===== src/sv/dmc_pkg.sv =====
package dmc_pkg;

  localparam int ADDR_BITS       = 40;
  localparam int MAX_LINES       = 1024;
  localparam int MAX_OFFSET_BITS = 12;
  localparam int MAX_INDEX_BITS  = $clog2(MAX_LINES + 1) - 1;

  localparam int DISP_W = 12;
  localparam int LINE_W = 10;
  localparam int TAG_W  = ADDR_BITS;
  localparam int CNT_W  = 32;
  localparam int CYC_W  = 48;
  localparam int CFG_W  = 8;
  localparam int NLINES = 1 << MAX_INDEX_BITS;

  localparam logic [3:0] OFFSET_BITS_RST = 4'd4;
  localparam logic [3:0] INDEX_BITS_RST  = 4'd6;
  localparam logic [3:0] CACHE_TIME_RST  = 4'd1;
  localparam logic [7:0] MEMORY_TIME_RST = 8'd100;

  typedef enum logic [1:0] {
    REG_OFFSET_BITS = 2'd0,
    REG_INDEX_BITS  = 2'd1,
    REG_CACHE_TIME  = 2'd2,
    REG_MEMORY_TIME = 2'd3
  } cfg_reg_t;

  typedef enum logic [1:0] {
    ST_CLEAR,
    ST_IDLE,
    ST_COMPARE
  } state_t;

  typedef struct packed {
    logic clear;   // invalidate one line, advance sweep
    logic load;    // capture request, issue tag read
    logic commit;  // compare, fill on miss, update counters and result
  } dmc_cmd_t;

  typedef struct packed {
    logic clear_last;
    logic out_free;
  } dmc_status_t;

endpackage


===== src/sv/dmc_ctrl.sv =====
module dmc_ctrl (
  input  logic                 clk,
  input  logic                 rst,
  input  logic                 in_valid,
  output logic                 in_ready,
  input  dmc_pkg::dmc_status_t status,
  output dmc_pkg::dmc_cmd_t    cmd
);
  import dmc_pkg::*;

  state_t state, state_next;

  always_ff @(posedge clk) begin
    if (rst) begin
      state <= ST_CLEAR;
    end else begin
      state <= state_next;
    end
  end

  always_comb begin
    state_next = state;
    cmd        = '0;
    in_ready   = 1'b0;
    unique case (state)
      ST_CLEAR: begin
        cmd.clear = 1'b1;
        if (status.clear_last) begin
          state_next = ST_IDLE;
        end
      end
      ST_IDLE: begin
        in_ready = 1'b1;
        if (in_valid) begin
          cmd.load   = 1'b1;
          state_next = ST_COMPARE;
        end
      end
      ST_COMPARE: begin
        if (status.out_free) begin
          cmd.commit = 1'b1;
          state_next = ST_IDLE;
        end
      end
      default: begin
        state_next = ST_CLEAR;
      end
    endcase
  end

endmodule


===== config.mk =====
export PLATFORM = sky130hd
export DESIGN_NAME = dmc_ctrl
export DESIGN_NICKNAME = d
export VERILOG_FILES = /design/src/sv/dmc_pkg.sv /design/src/sv/dmc_ctrl.sv
export SDC_FILE = /design/constraint.sdc
export NUM_CORES = 1
export LEC_CHECK = 0
export BUFFER_PORTS_ARGS = -buffer_cell sky130_fd_sc_hd__buf_2
export CAP_MARGIN = 25
export CORE_AREA = 2 2 39 41
export DETAILED_ROUTE_END_ITERATION = 6
export DIE_AREA = 0 0 41 43
export SETUP_SLACK_MARGIN = 0.2
export SLEW_MARGIN = 20
export SYNTH_ARGS = -nofsm -noshare
export SYNTH_HDL_FRONTEND = slang
export SYNTH_SLANG_ARGS = --single-unit

===== constraint.sdc =====
create_clock -name clk -period 0.8 [get_ports clk]
set_input_delay 0.08 -clock clk [delete_from_list [all_inputs] [get_ports clk]]
set_output_delay 0.08 -clock clk [all_outputs]
set_load 0.02 [all_outputs]

[Word level (Yosys, flattened, before mapping)]
Index checks and enable logic that the tools add are counted.
Operators by class
  $lt $le $gt $ge: 0
  $add $sub $neg: 0
  bitwise logic cells: 0
  equality and inequality tests: 5
  div/mod/pow operators: 0
  shifts and indexed selects: 0
  mux-type cells: 10
  multipliers: 0
  reductions and logical operators: 2
Operators with widths (count)
  1-bit 2-to-1 mux: 6
  2-bit 2-to-1 mux: 3
  2-bit inequality test, second input constant: 3
  2-bit one-hot mux with 3 select lines: 1
  3-bit AND reduction: 1
  2-bit by 1-bit equality test with 1-bit output, second input constant: 1
  2-bit equality test, second input constant: 1
  2-bit zero test: 1
Word-level totals
  memory bits (writable): 0
  bits of input ports: 5
  register bits after elaboration: 2
  memories kept: 0
  memory bits (read-only): 0
  bits in latches: 0
  output and inout bits: 4
  word-level logic and storage cells: 18

[Logic depth before layout (Yosys ltp)]
  depth after elaboration: 3
  depth in mapped cells: 2
  gate-level depth less buffers: 2

[Worst setup path before layout]
No wires, ideal clock.
  path kind: register -> register
  from: register state[1]
  to: register state[1]
  buffers on the path: 0
  clock period less this slack: 0.943 ns
  path slack: -0.143 ns
  cell stages (with the launch flop): 3
  data required time: 0.685 ns
  library setup time: 0.115 ns
  arrival time: 0.828 ns
  cells stage by stage: dfxtp_1 > and3b_1 > o21ba_1
Between the ends
  longest elaborated chain between the ends: 3
  elaborated cells on any way between the ends: 8
  those cells by class: eq/ne: 5; mux: 1; reduce/logical: 2
RTL lines
  from (decl): line dmc_ctrl.sv:11  | state_t state, state_next;
  from (signal assigned): line dmc_ctrl.sv:17  | state <= state_next;
  2-bit equality test, or another cell as far along: line dmc_ctrl.sv:25  | unique case (state)
  2-bit inequality test (no source line)
  3-bit AND reduction (no source line)
Parallel ways exist; a longest one is shown, timed or not.
A chain may end at the register's enable or synchronous reset.

==> results.sh <==
export IMPL_run_status="finished with violations"
export IMPL_violations="negative setup slack"
export IMPL_final_core_util=0.169
export IMPL_slew_headroom=0.853
export IMPL_cts_root_buffer="clkbuf_4"
export IMPL_drcViolationCount=0
export IMPL_portBuffers=8
export IMPL_cts_buffers=3
export IMPL_min_path_type="input pin to flip-flop"
export IMPL_die_w_um=41
export IMPL_synth_compound_area_frac=0.244
export IMPL_rsz0062_at_grt="true"
export IMPL_synth_area_per_cell_um2=8.28
export IMPL_critPathSlowestCell="dfxtp_4"
export IMPL_antenna_found_initial=0
export IMPL_grt_max_degree=8
export IMPL_r2r_end="state[1]$_SDFFE_PP0P_"
export IMPL_place_ws_ns=-0.0470
export IMPL_largest_reg_flops=2
export IMPL_slew_viol_final=0
export IMPL_clk_latency_ns=0.22
export IMPL_syn_cell_area_um2=108
export IMPL_die_area_mm2=0.00176
export IMPL_hpwl_um=234
export IMPL_cts_max_level=1
export IMPL_clock_sinks=2
export IMPL_period_needed_ns=1.01
export IMPL_fmax_mhz=987
export IMPL_clockBufferDepth=2
export IMPL_io_pins=9
export IMPL_final_setup_worst_slack_ns=-0.213
export IMPL_detail_route_iter0_violations=0
export IMPL_crit_family="flip-flops"
export IMPL_path_depth=2
export IMPL_die_h_um=43
export IMPL_groute_usage_overall=0.0430
export IMPL_regMostFlops="state"
export IMPL_ys_warn_count=0
export IMPL_postRouteAntennaNets=0
export IMPL_max_stage_delay_ns=0.36
export IMPL_yosys_area_share_simple=0.349
export IMPL_final_cells=42
export IMPL_p_per_area_mw_per_mm2=1900
export IMPL_hold_path_startpoint="rst"
export IMPL_synth_fa_ha_area_frac=0
export IMPL_cp_start_kind="flip-flop"
export IMPL_coreArea_mm2=0.00138
export IMPL_maxCapViolCount=0
export IMPL_yosysUniqueCellTypes=10
export IMPL_top_regs="state x2"
export IMPL_wl_per_cell_um=7.55
export IMPL_synth_top_family_by_area="simple AND/OR/NAND/NOR gates"
export IMPL_hold_violations=0
export IMPL_ff2ff_path_depth=3
export IMPL_yosysSeqAreaShare=0.372
export IMPL_first_global_vias=135
export IMPL_gp_congestion=0.583
export IMPL_required_ns=0.72
export IMPL_via_per_inst=3.07
export IMPL_syn_nets=18
export IMPL_crit_path_end_kind="output port"
export IMPL_crit_arrival_ns=0.93
export IMPL_initial_core_util=0.0778
export IMPL_synthCells=13
export IMPL_vias=129
export IMPL_tightest_slew_ns=0.219
export IMPL_drt_pass1_iterations=1
export IMPL_grt_overflow_total=0
export IMPL_ys_ff_latch=2
export IMPL_crit_buf_inv=1
export IMPL_skew_ns=0.00226
export IMPL_fin_nets=33
export IMPL_dp_cells=38
export IMPL_synth_area_mux_share=0
export IMPL_vdd_drop_max_uv=272
export IMPL_setup_violations_final=6
export IMPL_cp_max_fo=7
export IMPL_whs_path_depth=2
export IMPL_crit_path_cell_trace="and3b_2 -> buf_6"
export IMPL_antenna_cells=0
export IMPL_period_share=1.27
export IMPL_grt_pass1_wl_um=448
export IMPL_drive_gt1_frac=0.692
export IMPL_holdPathEnd="state[0]$_SDFFE_PP0P_"
export IMPL_wl_um=317
export IMPL_area_growth_pct=117
export IMPL_cts_clk_slew_worst_paths_ns=0.03
export IMPL_r2r_slack_ns=-0.17
export IMPL_fp_row_count=14
export IMPL_cts_tree="done"
export IMPL_crit_reg2reg_launch="state[1]$_SDFFE_PP0P_"
export IMPL_synthXorXnorAreaFrac=0
export IMPL_final_cell_mix="4 x buf_2, 4 x buf_4, 3 x clkbuf_4"
export IMPL_fillerInstances=156
export IMPL_path_class="flip-flop to output port"
export IMPL_leakagePower_nw=0.116
-- through the flow --
stage          instance area (um^2)  TNS (ns)  hold WS [ns]  total power [mW]
2_1_floorplan                   110   -0.0885         0.157             0.165
3_3_place_gp                    178    -0.143         0.271             0.204
3_5_place_dp                    178    -0.155         0.276             0.203
4_1_cts                         225     -1.01        0.0327             0.455
5_1_grt                         234     -1.25        0.0410             0.475
6_report                        234    -0.946        0.0468             0.445
-- how the worst max path moves through the flow --
stage	slack [ns]	end	start
6_report	-0.21	cmd[1]	state[1]$_SDFFE_PP0P_
2_1_floorplan	-0.08	state[1]$_SDFFE_PP0P_	state[1]$_SDFFE_PP0P_
4_1_cts	-0.22	cmd[1]	state[1]$_SDFFE_PP0P_
5_1_grt	-0.25	cmd[1]	state[1]$_SDFFE_PP0P_
3_5_place_dp	-0.05	state[1]$_SDFFE_PP0P_	state[1]$_SDFFE_PP0P_
3_3_place_gp	-0.04	state[1]$_SDFFE_PP0P_	state[1]$_SDFFE_PP0P_
-- logic make-up after synthesis --
family          Yosys count
buf+inv                   1
flops                     2
compound gates            3
simple gates              7
-- repair_timing --
item,in CTS,in global routing
endpoints found under the setup margin,6,6
buffers inserted,1,0
hold buffers,0,0
hold endpoints to repair,0,0
gates cloned,0,0
pin swaps,1,0
gates resized for setup,8,3
-- power breakdown --
part | switching [mW] | total (mW) | leakage (nW) | internal [mW]
combinational | 0.0468 | 0.106 | 0.0842 | 0.0594
clock | 0.0541 | 0.219 | 0.0138 | 0.165
sequential | 0.0120 | 0.120 | 0.0178 | 0.108
-- cell type report --
class                           count  area, um^2  area share
Sequential cell                     2        47.5       0.203
Timing Repair Buffer               10        72.6       0.310
Inverter                            1        3.75      0.0160
Clock buffer                        3        22.5      0.0963
Tap cell                           16        20.0      0.0856
Multi-Input combinational cell     10        67.6       0.289
-- Yosys cell counts --
| cell type | number | area (um^2) |
|---|---|---|
| o21ba_1 | 1 | 10.0 |
| inv_1 | 1 | 3.75 |
| o21a_1 | 1 | 7.51 |
| dfxtp_1 | 2 | 40.0 |
| nand2b_1 | 1 | 6.26 |
| nand2_1 | 1 | 3.75 |
| and3b_1 | 1 | 8.76 |
| a311oi_1 | 1 | 8.76 |
| nor2_1 | 3 | 11.3 |
| nor3b_1 | 1 | 7.51 |
-- routing by layer --
layer / vias to the layer above / GRT usage / part of all wire
met5: - / 0 / 0
met4: 0 / 0.0800 / 0
met3: 0 / 0.0105 / 0.14
met2: 8 / 0.0531 / 0.38
met1: 48 / 0.0382 / 0.47
li1: 73 / - / -
No activity file was read; power rests on OpenSTA's default activity.
